$ cat src/rtl/cache_prefetch_address_generator_assert.svh
// Assertion macros for the prefetch address generator.
// CPAG_ASSERT checks a property on every edge outside reset.
// CPAG_ASSERT_ALWAYS checks a property on every edge, reset included.
`ifndef CACHE_PREFETCH_ADDRESS_GENERATOR_ASSERT_SVH
`define CACHE_PREFETCH_ADDRESS_GENERATOR_ASSERT_SVH

`ifndef SYNTHESIS
`define CPAG_ASSERT(label, clk, rst, prop, msg) \
   label: assert property (@(posedge clk) disable iff (rst) prop) else $error(msg);
`define CPAG_ASSERT_ALWAYS(label, clk, prop, msg) \
   label: assert property (@(posedge clk) prop) else $error(msg);
`else
`define CPAG_ASSERT(label, clk, rst, prop, msg)
`define CPAG_ASSERT_ALWAYS(label, clk, prop, msg)
`endif

`endif

$ cat src/rtl/cpag_pkg.sv
package cpag_pkg;

   // prefetcher selection
   typedef enum logic [1:0] {
      MODE_NONE        = 2'd0,
      MODE_ADJACENT    = 2'd1,
      MODE_SEQUENTIAL  = 2'd2,
      MODE_BEST_EFFORT = 2'd3
   } mode_type;

   // demand event kinds
   localparam logic CMD_MISS = 1'b0;
   localparam logic CMD_HIT  = 1'b1;

   // register indexes
   localparam int CSR_INDEX_W = 3;
   localparam logic [CSR_INDEX_W-1:0] CSR_MODE       = 3'd0;
   localparam logic [CSR_INDEX_W-1:0] CSR_SEQ_DEGREE = 3'd1;
   localparam logic [CSR_INDEX_W-1:0] CSR_MISS_SPAN  = 3'd2;
   localparam logic [CSR_INDEX_W-1:0] CSR_HIT_SPAN   = 3'd3;
   localparam logic [CSR_INDEX_W-1:0] CSR_SET_BITS   = 3'd4;
   localparam logic [CSR_INDEX_W-1:0] CSR_TAG_BITS   = 3'd5;

   localparam int ADDR_W   = 64;
   localparam int THREAD_W = 8;
   localparam int SPAN_REG_W = 5;

   // job fields sized for the largest supported span (32): up to 62 addresses
   localparam int JOB_COUNT_W = 6;
   localparam int JOB_BACK_W  = 5;

   typedef struct packed {
      mode_type                mode;
      logic [SPAN_REG_W-1:0]   seq_degree;
      logic [SPAN_REG_W-1:0]   miss_span;
      logic [SPAN_REG_W-1:0]   hit_span;
      logic [ADDR_W-1:0]       set_bits;
      logic [ADDR_W-1:0]       tag_bits;
   } cfg_type;

   // one run of prefetch addresses handed from front to back
   typedef struct packed {
      logic [ADDR_W-1:0]      address;
      logic [THREAD_W-1:0]    thread;
      logic [JOB_COUNT_W-1:0] count;
      logic [JOB_BACK_W-1:0]  back;
   } job_type;

endpackage

$ cat src/rtl/cache_prefetch_address_generator.sv
// The first prefetch address of a request passes the job queue, the walker registers and
// the output register; the rest of its run follows at one address per cycle while rsp_stall
// is low (up to 2*MAX_SPAN-2 per request, 30 with the default MAX_SPAN).
// Throughput: one request per cycle while the two-entry job queue has room; the address
// walker in the back end, one address per cycle while rsp_stall is low, sets the sustained rate.
// Reset: synchronous; registers return to defaults, stream state to zero, queue and output empty.
`include "cache_prefetch_address_generator_assert.svh"

module cache_prefetch_address_generator #(
   parameter int BLOCK_BYTES = 64,
   parameter int MAX_SPAN    = 16
) (
   input  logic                                 clock,
   input  logic                                 reset,
   input  logic                                 csr_write_enable,
   input  logic [cpag_pkg::CSR_INDEX_W-1:0]     csr_index,
   input  logic [cpag_pkg::ADDR_W-1:0]          csr_write_data,
   input  logic                                 req_valid,
   output logic                                 req_stall,
   input  logic                                 req_command,
   input  logic [cpag_pkg::ADDR_W-1:0]          req_access_address,
   input  logic [cpag_pkg::THREAD_W-1:0]        req_thread_id,
   output logic                                 rsp_valid,
   input  logic                                 rsp_stall,
   output logic [cpag_pkg::ADDR_W-1:0]          rsp_prefetch_address,
   output logic [cpag_pkg::THREAD_W-1:0]        rsp_prefetch_thread,
   output logic                                 rsp_last
);

   cpag_pkg::cfg_type cfg_ff, cfg_in;
   logic              q_push;
   cpag_pkg::job_type q_push_job;
   logic              q_pop;
   logic              q_full;
   logic              q_valid;
   cpag_pkg::job_type q_job;

   // configuration registers
   always_comb begin
      cfg_in = cfg_ff;
      if (csr_write_enable) begin
         case (csr_index)
            cpag_pkg::CSR_MODE:       cfg_in.mode = cpag_pkg::mode_type'(csr_write_data[1:0]);
            cpag_pkg::CSR_SEQ_DEGREE: cfg_in.seq_degree = csr_write_data[cpag_pkg::SPAN_REG_W-1:0];
            cpag_pkg::CSR_MISS_SPAN:  cfg_in.miss_span = csr_write_data[cpag_pkg::SPAN_REG_W-1:0];
            cpag_pkg::CSR_HIT_SPAN:   cfg_in.hit_span = csr_write_data[cpag_pkg::SPAN_REG_W-1:0];
            cpag_pkg::CSR_SET_BITS:   cfg_in.set_bits = csr_write_data;
            cpag_pkg::CSR_TAG_BITS:   cfg_in.tag_bits = csr_write_data;
            default: begin
            end
         endcase
      end
   end

   always_ff @(posedge clock) begin
      if (reset) begin
         cfg_ff.mode       <= cpag_pkg::MODE_NONE;
         cfg_ff.seq_degree <= cpag_pkg::SPAN_REG_W'(1);
         cfg_ff.miss_span  <= cpag_pkg::SPAN_REG_W'(2);
         cfg_ff.hit_span   <= cpag_pkg::SPAN_REG_W'(3);
         cfg_ff.set_bits   <= 64'h0000_0000_0000_0FC0;
         cfg_ff.tag_bits   <= 64'hFFFF_FFFF_FFFF_F000;
      end else begin
         cfg_ff <= cfg_in;
      end
   end

   assign req_stall = q_full;

   cpag_front #(
      .BLOCK_BYTES (BLOCK_BYTES),
      .MAX_SPAN    (MAX_SPAN)
   ) u_front (
      .clock              (clock),
      .reset              (reset),
      .cfg                (cfg_ff),
      .req_valid          (req_valid),
      .req_stall          (q_full),
      .req_command        (req_command),
      .req_access_address (req_access_address),
      .req_thread_id      (req_thread_id),
      .push               (q_push),
      .job                (q_push_job)
   );

   cpag_queue u_queue (
      .clock     (clock),
      .reset     (reset),
      .push      (q_push),
      .push_job  (q_push_job),
      .pop       (q_pop),
      .full      (q_full),
      .pop_valid (q_valid),
      .pop_job   (q_job)
   );

   cpag_back #(
      .BLOCK_BYTES (BLOCK_BYTES)
   ) u_back (
      .clock                (clock),
      .reset                (reset),
      .job_valid            (q_valid),
      .job                  (q_job),
      .job_pop              (q_pop),
      .rsp_valid            (rsp_valid),
      .rsp_stall            (rsp_stall),
      .rsp_prefetch_address (rsp_prefetch_address),
      .rsp_prefetch_thread  (rsp_prefetch_thread),
      .rsp_last             (rsp_last)
   );

   // checks
   `CPAG_ASSERT(a_no_push_when_full, clock, reset, q_push |-> !q_full, "job pushed into full queue")
   `CPAG_ASSERT(a_none_mode_quiet, clock, reset, (req_valid && !req_stall && (cfg_ff.mode == cpag_pkg::MODE_NONE)) |-> !q_push, "null mode produced a run")
   `CPAG_ASSERT(a_adjacent_single, clock, reset, (q_push && (cfg_ff.mode == cpag_pkg::MODE_ADJACENT)) |-> (q_push_job.count == cpag_pkg::JOB_COUNT_W'(1)), "adjacent run longer than one")
   `CPAG_ASSERT_ALWAYS(a_empty_after_reset, clock, ($past(reset) && !reset) |-> (!rsp_valid && !q_valid), "output or queue not empty after reset")

endmodule

$ cat src/rtl/cpag_front.sv
module cpag_front #(
   parameter int BLOCK_BYTES = 64,
   parameter int MAX_SPAN    = 16
) (
   input  logic                        clock,
   input  logic                        reset,
   input  cpag_pkg::cfg_type           cfg,
   input  logic                        req_valid,
   input  logic                        req_stall,
   input  logic                        req_command,
   input  logic [cpag_pkg::ADDR_W-1:0] req_access_address,
   input  logic [cpag_pkg::THREAD_W-1:0] req_thread_id,
   output logic                        push,
   output cpag_pkg::job_type           job
);

   localparam int SPAN_W = $clog2(MAX_SPAN + 1);
   localparam int CNT_W  = $clog2(2 * MAX_SPAN + 1);
   localparam int BLK_W  = $clog2(BLOCK_BYTES + 1);
   localparam int OFF_W  = BLK_W + SPAN_W;
   localparam logic [cpag_pkg::ADDR_W-1:0] BLK = cpag_pkg::ADDR_W'(BLOCK_BYTES);

   logic [cpag_pkg::ADDR_W-1:0] prev_miss_set_ff, prev_miss_set_in;
   logic [cpag_pkg::ADDR_W-1:0] prev_miss_tag_ff, prev_miss_tag_in;
   logic [cpag_pkg::ADDR_W-1:0] stream_address_ff, stream_address_in;
   logic [cpag_pkg::ADDR_W-1:0] stream_set_ff, stream_set_in;
   logic [cpag_pkg::ADDR_W-1:0] stream_tag_ff, stream_tag_in;

   logic                        accept;
   logic                        is_hit;
   logic [cpag_pkg::ADDR_W-1:0] my_set;
   logic [cpag_pkg::ADDR_W-1:0] my_tag;
   logic                        miss_match;
   logic                        hit_match;
   logic [SPAN_W-1:0]           degree;
   logic [SPAN_W-1:0]           span;
   logic [SPAN_W-1:0]           back;
   logic [SPAN_W-1:0]           mult_k;
   logic                        subtract;
   logic [CNT_W-1:0]            count;
   logic [SPAN_W-1:0]           back_n;
   logic [OFF_W-1:0]            offset;
   logic [cpag_pkg::ADDR_W-1:0] start;
   logic [cpag_pkg::ADDR_W-1:0] new_stream;

   assign accept = req_valid && !req_stall;
   assign is_hit = (req_command == cpag_pkg::CMD_HIT);
   assign my_set = req_access_address & cfg.set_bits;
   assign my_tag = req_access_address & cfg.tag_bits;

   // sequential stream matches
   assign miss_match = (my_tag == prev_miss_tag_ff) && (my_set == prev_miss_set_ff + BLK);
   assign hit_match  = (my_tag == stream_tag_ff) && (my_set == stream_set_ff);

   // clamp degree to 1..MAX_SPAN and span to 0..MAX_SPAN
   always_comb begin
      if (cfg.seq_degree == '0) begin
         degree = SPAN_W'(1);
      end else if (int'(cfg.seq_degree) > MAX_SPAN) begin
         degree = SPAN_W'(MAX_SPAN);
      end else begin
         degree = SPAN_W'(cfg.seq_degree);
      end
   end

   always_comb begin
      if (is_hit) begin
         if (int'(cfg.hit_span) > MAX_SPAN) begin
            span = SPAN_W'(MAX_SPAN);
         end else begin
            span = SPAN_W'(cfg.hit_span);
         end
         back = (int'(span) > 3) ? span - SPAN_W'(3) : '0;
      end else begin
         if (int'(cfg.miss_span) > MAX_SPAN) begin
            span = SPAN_W'(MAX_SPAN);
         end else begin
            span = SPAN_W'(cfg.miss_span);
         end
         back = (int'(span) > 2) ? span - SPAN_W'(2) : '0;
      end
   end

   // classify the event into a run: first address, length, backward part
   always_comb begin
      mult_k   = SPAN_W'(1);
      subtract = 1'b0;
      count    = '0;
      back_n   = '0;
      case (cfg.mode)
         cpag_pkg::MODE_ADJACENT: begin
            count = CNT_W'(1);
         end
         cpag_pkg::MODE_SEQUENTIAL: begin
            if (!is_hit) begin
               if (miss_match) begin
                  count = CNT_W'(degree);
               end
            end else if (hit_match) begin
               count  = CNT_W'(1);
               mult_k = degree;
            end
         end
         cpag_pkg::MODE_BEST_EFFORT: begin
            count  = CNT_W'(back) + CNT_W'(span);
            back_n = back;
            if (back != '0) begin
               mult_k   = back;
               subtract = 1'b1;
            end
         end
         default: begin
         end
      endcase
   end

   assign offset = OFF_W'(BLOCK_BYTES) * OFF_W'(mult_k);
   assign start  = subtract ? req_access_address - cpag_pkg::ADDR_W'(offset)
                            : req_access_address + cpag_pkg::ADDR_W'(offset);

   assign push          = accept && (count != '0);
   assign job.address   = start;
   assign job.thread    = req_thread_id;
   assign job.count     = cpag_pkg::JOB_COUNT_W'(count);
   assign job.back      = cpag_pkg::JOB_BACK_W'(back_n);

   // sequential state, touched only by events in sequential mode
   assign new_stream = is_hit ? stream_address_ff + BLK : req_access_address + BLK;

   always_comb begin
      prev_miss_set_in  = prev_miss_set_ff;
      prev_miss_tag_in  = prev_miss_tag_ff;
      stream_address_in = stream_address_ff;
      stream_set_in     = stream_set_ff;
      stream_tag_in     = stream_tag_ff;
      if (accept && (cfg.mode == cpag_pkg::MODE_SEQUENTIAL)) begin
         if (!is_hit) begin
            prev_miss_set_in = my_set;
            prev_miss_tag_in = my_tag;
         end
         if ((!is_hit && miss_match) || (is_hit && hit_match)) begin
            stream_address_in = new_stream;
            stream_set_in     = new_stream & cfg.set_bits;
            stream_tag_in     = new_stream & cfg.tag_bits;
         end
      end
   end

   always_ff @(posedge clock) begin
      if (reset) begin
         prev_miss_set_ff  <= '0;
         prev_miss_tag_ff  <= '0;
         stream_address_ff <= '0;
         stream_set_ff     <= '0;
         stream_tag_ff     <= '0;
      end else begin
         prev_miss_set_ff  <= prev_miss_set_in;
         prev_miss_tag_ff  <= prev_miss_tag_in;
         stream_address_ff <= stream_address_in;
         stream_set_ff     <= stream_set_in;
         stream_tag_ff     <= stream_tag_in;
      end
   end

endmodule

$ cat src/rtl/cpag_queue.sv
module cpag_queue (
   input  logic              clock,
   input  logic              reset,
   input  logic              push,
   input  cpag_pkg::job_type push_job,
   input  logic              pop,
   output logic              full,
   output logic              pop_valid,
   output cpag_pkg::job_type pop_job
);

   localparam int DEPTH = 2;
   localparam int PTR_W = $clog2(DEPTH);

   cpag_pkg::job_type         slot_ff [DEPTH];
   cpag_pkg::job_type         slot_in [DEPTH];
   logic [PTR_W-1:0]          wr_ptr_ff, wr_ptr_in;
   logic [PTR_W-1:0]          rd_ptr_ff, rd_ptr_in;
   logic [PTR_W:0]            used_ff, used_in;
   logic                      do_push;
   logic                      do_pop;

   assign full      = (used_ff == (PTR_W+1)'(DEPTH));
   assign pop_valid = (used_ff != '0);
   assign pop_job   = slot_ff[rd_ptr_ff];
   assign do_push   = push && !full;
   assign do_pop    = pop && pop_valid;

   // pointer and occupancy update
   always_comb begin
      wr_ptr_in = do_push ? wr_ptr_ff + PTR_W'(1) : wr_ptr_ff;
      rd_ptr_in = do_pop ? rd_ptr_ff + PTR_W'(1) : rd_ptr_ff;
      used_in   = used_ff;
      if (do_push && !do_pop) begin
         used_in = used_ff + (PTR_W+1)'(1);
      end else if (do_pop && !do_push) begin
         used_in = used_ff - (PTR_W+1)'(1);
      end
   end

   always_comb begin
      for (int i = 0; i < DEPTH; i++) begin
         slot_in[i] = (do_push && (wr_ptr_ff == PTR_W'(i))) ? push_job : slot_ff[i];
      end
   end

   always_ff @(posedge clock) begin
      for (int i = 0; i < DEPTH; i++) begin
         slot_ff[i] <= slot_in[i];
      end
   end

   always_ff @(posedge clock) begin
      if (reset) begin
         wr_ptr_ff <= '0;
         rd_ptr_ff <= '0;
         used_ff   <= '0;
      end else begin
         wr_ptr_ff <= wr_ptr_in;
         rd_ptr_ff <= rd_ptr_in;
         used_ff   <= used_in;
      end
   end

endmodule

$ cat src/rtl/cpag_back.sv
module cpag_back #(
   parameter int BLOCK_BYTES = 64
) (
   input  logic                          clock,
   input  logic                          reset,
   input  logic                          job_valid,
   input  cpag_pkg::job_type             job,
   output logic                          job_pop,
   output logic                          rsp_valid,
   input  logic                          rsp_stall,
   output logic [cpag_pkg::ADDR_W-1:0]   rsp_prefetch_address,
   output logic [cpag_pkg::THREAD_W-1:0] rsp_prefetch_thread,
   output logic                          rsp_last
);

   localparam logic [cpag_pkg::ADDR_W-1:0] BLK  = cpag_pkg::ADDR_W'(BLOCK_BYTES);
   localparam logic [cpag_pkg::ADDR_W-1:0] BLK2 = cpag_pkg::ADDR_W'(2 * BLOCK_BYTES);

   logic                            busy_ff, busy_in;
   logic [cpag_pkg::ADDR_W-1:0]     addr_ff, addr_in;
   logic [cpag_pkg::THREAD_W-1:0]   thread_ff, thread_in;
   logic [cpag_pkg::JOB_COUNT_W-1:0] remain_ff, remain_in;
   logic [cpag_pkg::JOB_BACK_W-1:0] back_ff, back_in;
   logic                            out_valid_ff, out_valid_in;
   logic [cpag_pkg::ADDR_W-1:0]     out_addr_ff, out_addr_in;
   logic [cpag_pkg::THREAD_W-1:0]   out_thread_ff, out_thread_in;
   logic                            out_last_ff, out_last_in;

   logic                            out_free;
   logic                            emit;
   logic                            done;
   logic                            load;
   logic [cpag_pkg::ADDR_W-1:0]     step;

   assign out_free = !out_valid_ff || !rsp_stall;
   assign emit     = busy_ff && out_free;
   assign done     = emit && (remain_ff == cpag_pkg::JOB_COUNT_W'(1));
   assign load     = job_valid && (!busy_ff || done);
   assign job_pop  = load;

   // the last backward block jumps over the demand block itself
   assign step = (back_ff == cpag_pkg::JOB_BACK_W'(1)) ? BLK2 : BLK;

   // run walker
   always_comb begin
      busy_in   = busy_ff;
      addr_in   = addr_ff;
      thread_in = thread_ff;
      remain_in = remain_ff;
      back_in   = back_ff;
      if (load) begin
         busy_in   = 1'b1;
         addr_in   = job.address;
         thread_in = job.thread;
         remain_in = job.count;
         back_in   = job.back;
      end else if (emit) begin
         busy_in   = !done;
         addr_in   = addr_ff + step;
         remain_in = remain_ff - cpag_pkg::JOB_COUNT_W'(1);
         back_in   = (back_ff != '0) ? back_ff - cpag_pkg::JOB_BACK_W'(1) : back_ff;
      end
   end

   // output register
   always_comb begin
      out_addr_in   = out_addr_ff;
      out_thread_in = out_thread_ff;
      out_last_in   = out_last_ff;
      if (emit) begin
         out_valid_in  = 1'b1;
         out_addr_in   = addr_ff;
         out_thread_in = thread_ff;
         out_last_in   = (remain_ff == cpag_pkg::JOB_COUNT_W'(1));
      end else if (rsp_stall) begin
         out_valid_in = out_valid_ff;
      end else begin
         out_valid_in = 1'b0;
      end
   end

   always_ff @(posedge clock) begin
      addr_ff       <= addr_in;
      thread_ff     <= thread_in;
      remain_ff     <= remain_in;
      back_ff       <= back_in;
      out_addr_ff   <= out_addr_in;
      out_thread_ff <= out_thread_in;
      out_last_ff   <= out_last_in;
   end

   always_ff @(posedge clock) begin
      if (reset) begin
         busy_ff      <= 1'b0;
         out_valid_ff <= 1'b0;
      end else begin
         busy_ff      <= busy_in;
         out_valid_ff <= out_valid_in;
      end
   end

   assign rsp_valid            = out_valid_ff;
   assign rsp_prefetch_address = out_addr_ff;
   assign rsp_prefetch_thread  = out_thread_ff;
   assign rsp_last             = out_last_ff;

endmodule
$ cat config.mk
export PLATFORM = sky130hd
export DESIGN_NAME = cache_prefetch_address_generator
export DESIGN_NICKNAME = d
export VERILOG_FILES = /design/src/rtl/cpag_pkg.sv /design/src/rtl/cache_prefetch_address_generator.sv /design/src/rtl/cpag_front.sv /design/src/rtl/cpag_queue.sv /design/src/rtl/cpag_back.sv
export VERILOG_INCLUDE_DIRS = /design/src /design/src/rtl
export SDC_FILE = /design/constraint.sdc
export NUM_CORES = 2
export LEC_CHECK = 0
export BUFFER_PORTS_ARGS = -buffer_cell sky130_fd_sc_hd__buf_2
export CORE_MARGIN = 4
export CORE_UTILIZATION = 45
export CTS_BUF_LIST = sky130_fd_sc_hd__clkbuf_4 sky130_fd_sc_hd__clkbuf_8 sky130_fd_sc_hd__clkbuf_16
export DETAILED_ROUTE_END_ITERATION = 10
export GPL_TIMING_DRIVEN = 0
export PLACE_DENSITY = 0.65
export SLEW_MARGIN = 20
export SYNTH_ARGS = -nofsm -noshare
export SYNTH_HDL_FRONTEND = slang
export SYNTH_SLANG_ARGS = --single-unit
$ cat constraint.sdc
create_clock -name clock -period 9.6 [get_ports clock]
set_input_delay 1.92 -clock clock [delete_from_list [all_inputs] [get_ports clock]]
set_output_delay 1.92 -clock clock [all_outputs]
set_load 0.005 [all_outputs]
# ---- Word level (Yosys, flattened, before mapping)
# Memories as Yosys holds them, arrays and structs flattened. A register that Yosys moved wholly into a read port is not among the register bits.
# Cells that the tools add are included.
dict set report classes {
  n_addsub 15
  order_cmp 5
  n_reduce_logical 46
  eq_ne 18
  bitwise_logic 6
  muxes 44
}
# operator n
set op_table {}
lappend op_table {{$and 64x64->64} 4}
lappend op_table {{$eq 64x64->1} 4}
lappend op_table {{$mux 64} 4}
lappend op_table {{$mux 83} 3}
lappend op_table {{$add 64x7->64 const B} 3}
lappend op_table {{$mux 5} 18}
lappend op_table {{$reduce_or 83->1} 1}
lappend op_table {{$add 64x11->64} 1}
lappend op_table {{$add 64x64->64} 1}
lappend op_table {{$sub 64x11->64} 1}
lappend op_table {{$mux 6} 3}
lappend op_table {{$pmux 6 s3} 1}
lappend op_table {{$reduce_and 2->1} 9}
lappend op_table {{$logic_and 1x1->1} 16}
lappend op_table {{$gt 5x5->1 const B} 3}
lappend op_table {{$mux 1} 11}
lappend op_table {{$gt 5x2->1 const B} 2}
lappend op_table {{$pmux 5 s2} 1}
lappend op_table {{$reduce_bool 5->1} 2}
lappend op_table {{$sub 5x2->5 const B} 2}
lappend op_table {{$logic_not 1->1} 8}
lappend op_table {{$mux 8} 1}
lappend op_table {{$reduce_bool 2->1} 4}
lappend op_table {{$add 5x5->6} 1}
lappend op_table {{other kinds (20)} 30}
dict set report totals {
  out_inout_bits 75
  in_bits 145
  memories 1
  ramBits 166
  regBits 627
}
# memory depth width read_ports rd_ports_with_merged_regs wr line
set memory_table {}
lappend memory_table {u_queue.slot_ff 2 83 1 1 1 cpag_queue.sv:15} ;# cpag_pkg::job_type slot_ff [DEPTH];

# ---- Depth between registers and ports, before layout
dict set report logic_depth {
  ltp_word 15
  depth_mapped 25
  ltp_nobuf 23
}

# ---- Cells and area by module
# From an unflattened synthesis, not the netlist that was laid out.
dict set report unflattened {
  hier_cells 4584
  area_unflattened_um2 42968.7
}
# module cells_each area_each_um2 instances
set by_module_without_submodules {}
lappend by_module_without_submodules {cpag_front 3122 23611.4 1}
lappend by_module_without_submodules {cpag_back 567 7070.5 1}
lappend by_module_without_submodules {cpag_queue 283 6231.0 1}
lappend by_module_without_submodules {cache_prefetch_address_generator 612 6055.8 1}

# ---- Least setup slack after synthesis
# Ideal clock, no wire load.
dict set report synth_path {
  kind {input to register}
  start {input port req_access_address[8] in the netlist's numbering}
  end {memory u_queue.slot_ff[0][80] in the netlist's numbering (data pin)}
  stages 25
  arrival_time_ns 7.388
  slack_ns 2.072
  t_required_ns 9.460
  path_buffers 2
  setup_ns 0.140
  cell_sequence {clkbuf_1 nand2_1 xnor2_1 nand3b_1 or4b_2 nor4_1 nand4b_1 nor2_1 a21oi_1 ha_1 and4_1 ha_1 nand2b_1 ha_1 and3_1 clkbuf_1 and2_1 o21bai_1 o311ai_1 a221o_1 a41o_1 a31oi_1 o21ai_0 or4_1 nand3_1}
}
# element line
set synth_lines {}
lappend synth_lines {{from (decl)} cache_prefetch_address_generator.sv:21} ;# input logic [cpag_pkg::ADDR_W-1:0] req_access_address,
lappend synth_lines {{to (decl)} cpag_queue.sv:15}

==> qor.yml <==
status: "completed"
place_ws_ns: -0.884
grt_pass1_wl_um: 262000
drc: 0
grt_remaining_overflow: 0
synth_flop_cell: "dfxtp_1"
synth_cell_types: 95
cp.required_ns: 10.05
finalClockSkew_ns: 0.0312
clk_pin_slew_worst_paths_ns: 0.06
cts_sinks: 794
fin_crit_sh: 0.975
drt-total-wl_um: 188000
dp_hpwl_um: 147000
synthTopCellsByArea: "edfxtp_1 (23%), dfxtp_1 (22%), nand2_1 (6.5%)"
routedWlPerCell_um: 29.1
postSynthAreaPerCell_um2: 8.80
fmax_ghz: 0.107
synth_top_area_share: 0.228
cts_setup_buffers: 0
syn_area_um2: 42400
crit_family: "simple AND/OR/NAND/NOR gates"
grt_pass1_vias: 37100
syn_inst: 4816
crit_type: "in -> reg"
cts_buffers: 89
regToRegStartpoint: "cfg_ff[69]$_SDFFE_PP0P_"
maxCapViolations: 0
slew_headroom: 0.199
final_cell_mix: "nand2_1 (728), a21oi_1 (493), dfxtp_1 (472)"
drt-pass1-iter-count: 7
core_um2: 93300
antenna_found_initial: 8
synth_nets: 5040
r2r_end: "u_queue.slot_ff[1][82]$_DFFE_PP_"
synthArstFlopShare: 0
dp.cells: 6291
finalSetupViolCount: 0
synth-seq-cells: 794
grtUsageTotal: 0.367
cts_max_path_buffers: 3
worst_hold_slack_ns: 0.415
hp-class: "reg -> reg"
crit_path_max_fanout: 13
rows: 112
htreeDepth: 3
via_count: 40600
pin_count: 220
grt_max_degree: 60
die-height_um: 315
vdd_drop_max_uv: 174
ant_nets: 0
p_per_area_nw_per_um2: 202
period_needed_ns: 9.36
die_area_um2: 99200
final_common_cell: "nand2_1"
end_kind: "flop"
synth-edff-count: 322
via_per_inst: 6.30
start_util: 0.454
gp_congestion: 1.15
startpoint_type: "primary input"
portBuffers: 215
worst_hold_path.num_cells: 0
drt_iter0_drc: 5980
die_width_um: 315
tightest_slew_ns: 1.20
crit_start: "req_access_address[38]"
clk_latency_ns: 0.69
yosysWarnings: 0
max_stage_delay_ns: 0.73
r2r_cells: 23
synth_area_leader_cell: "edfxtp_1"
slew_violations: 0
worst_path_max_delay_cell: "clkdlybuf4s15_1"
post-route-util: 0.518
final_nets: 5346
area_growth_pct: 14.1
drive_above_1_share: 0.0949
holdPathEnd: "u_back.rsp_prefetch_thread[7]$_DFFE_PP_"
cts_tree: "yes"
cts_root_buf: "clkbuf_16"
hp-start: "u_back.thread_ff[7]$_DFFE_PP_"
final_cells: 6451
r2r_slack_ns: 1.40
hold_buffers: 0
hold_viol: 0
worstPathArrival_ns: 9.82
fin_ws_ns: 0.237
yosysSeqAreaShare: 0.451
p_leak_nw: 17.9
crit_buf_inv: 2
==> power by group <==
part           internal, mW  total (mW)  switching [mW]  leakage, nW
sequential             4.04        4.29           0.251         6.82
clock                  2.24        3.74            1.50         1.57
combinational         0.555        1.76            1.20         9.52
total                  6.84        9.79            2.95         17.9
==> state kept, by name (all words and copies together) (netlist names), named ones only <==
register / count
u_back.thread_ff: 8
u_front.prev_miss_tag_ff: 64
u_back.busy_ff: 1
u_back.addr_ff: 64
u_back.rsp_prefetch_thread: 8
u_front.stream_address_ff: 64
u_back.rsp_valid: 1
u_back.rsp_last: 1
u_back.back_ff: 5
u_queue.wr_ptr_ff: 1
u_front.stream_tag_ff: 64
u_back.remain_ff: 6
u_back.rsp_prefetch_address: 64
u_queue.slot_ff: 166
u_queue.rd_ptr_ff: 1
u_queue.used_ff: 2
u_front.prev_miss_set_ff: 64
u_front.stream_set_ff: 64
cfg_ff: 145
==> worst register-to-register path, stage by stage, from the launching register on <==
cell and delay, ns:
dfxtp_1 0.46, and3_1 0.41, o22ai_1 0.31, or4_1 0.66, nor4_1 0.30, nand4_1 0.21, nand4b_1 0.52, nor2_1 0.42
a21oi_1 0.13, ha_1 0.23, and4_1 0.17, ha_1 0.17, nand2b_1 0.54, ha_1 0.61, nand2_1 0.12, o211ai_1 0.13
a221oi_1 0.46, o221ai_1 0.16, o21bai_1 0.28, a41o_1 0.34, a31oi_1 0.49, o21ai_1 0.29, and4_1 0.27, nor3_1 0.31
==> area by class of cell <==
| type | count | area [µm²] |
|---|---|---|
| Clock buffer | 113 | 2480 |
| Multi-Input combinational cell | 3675 | 21900 |
| Clock inverter | 51 | 689 |
| Sequential cell | 794 | 19100 |
| Buffer | 286 | 1180 |
| Fill cell | 8942 | 44900 |
| Tap cell | 1254 | 1570 |
| Antenna cell | 2 | 5.00 |
| Inverter | 55 | 209 |
| Timing Repair Buffer | 221 | 1200 |
==> kinds of logic (layout without fill, tap and decap cells) <==
logic type / after synthesis / count (layout) / share of synthesized area
simple gates: 1976 / 1976 / 0.226
compound gates: 1154 / 1154 / 0.165
flops: 794 / 794 / 0.451
buf+inv: 347 / 726 / 0.0328
xor+xnor: 315 / 315 / 0.0651
mux: 151 / 151 / 0.0361
fa+ha+maj: 79 / 79 / 0.0238
other cells: 0 / 2 / 0
==> timing repair <==
action                                 in CTS  in global routing
endpoints found under the hold margin       0                  0
gates resized for setup                     0                  8
pin swaps                                   0                  0
setup endpoints to repair                   6                  6
==> metrics by stage <==
stage	TNS (ns)	instance area [µm²]	power, mW
finish	0	48400	9.79
CTS	0	48400	9.78
floorplan	0	42400	5.34
detailed placement	-10.59	45200	6.09
global placement	-169.33	45000	6.05
global route	-0.0258	48400	10.1
==> layer usage <==
metal  vias up  GRT usage  wire length (µm)
li1      18200          -                 -
met2      2469      0.551             79400
met4         8      0.268             16700
met1     19400      0.462             70800
met5         -          0                58
met3       582     0.0861             21000
==> worst max-delay path by stage <==
stage	end	cells after the start
6_report	u_queue.slot_ff[1][82]$_DFFE_PP_	25
2_1_floorplan	u_queue.slot_ff[0][80]$_DFFE_PP_	25
5_1_grt	u_queue.slot_ff[1][82]$_DFFE_PP_	25
3_5_place_dp	u_queue.slot_ff[0][82]$_DFFE_PP_	25
4_1_cts	u_queue.slot_ff[1][82]$_DFFE_PP_	25
3_3_place_gp	u_queue.slot_ff[0][60]$_DFFE_PP_	16
==> cells in the mapped netlist, types with 35 or more instances <==
cell	count
nor3_1	46
o22ai_1	50
nand2_1	729
xor2_1	127
ha_1	76
o21ai_1	39
nor2_1	341
clkbuf_1	224
o211ai_1	80
nand4_1	159
xnor2_1	188
and3_1	140
a21o_1	59
buf_2	35
nor2b_1	36
nor4_1	53
a21oi_1	493
edfxtp_1	322
o21ai_0	196
inv_1	53
dfxtp_1	472
mux2i_1	136
nand3_1	278
(Power assumes the default switching activity.)
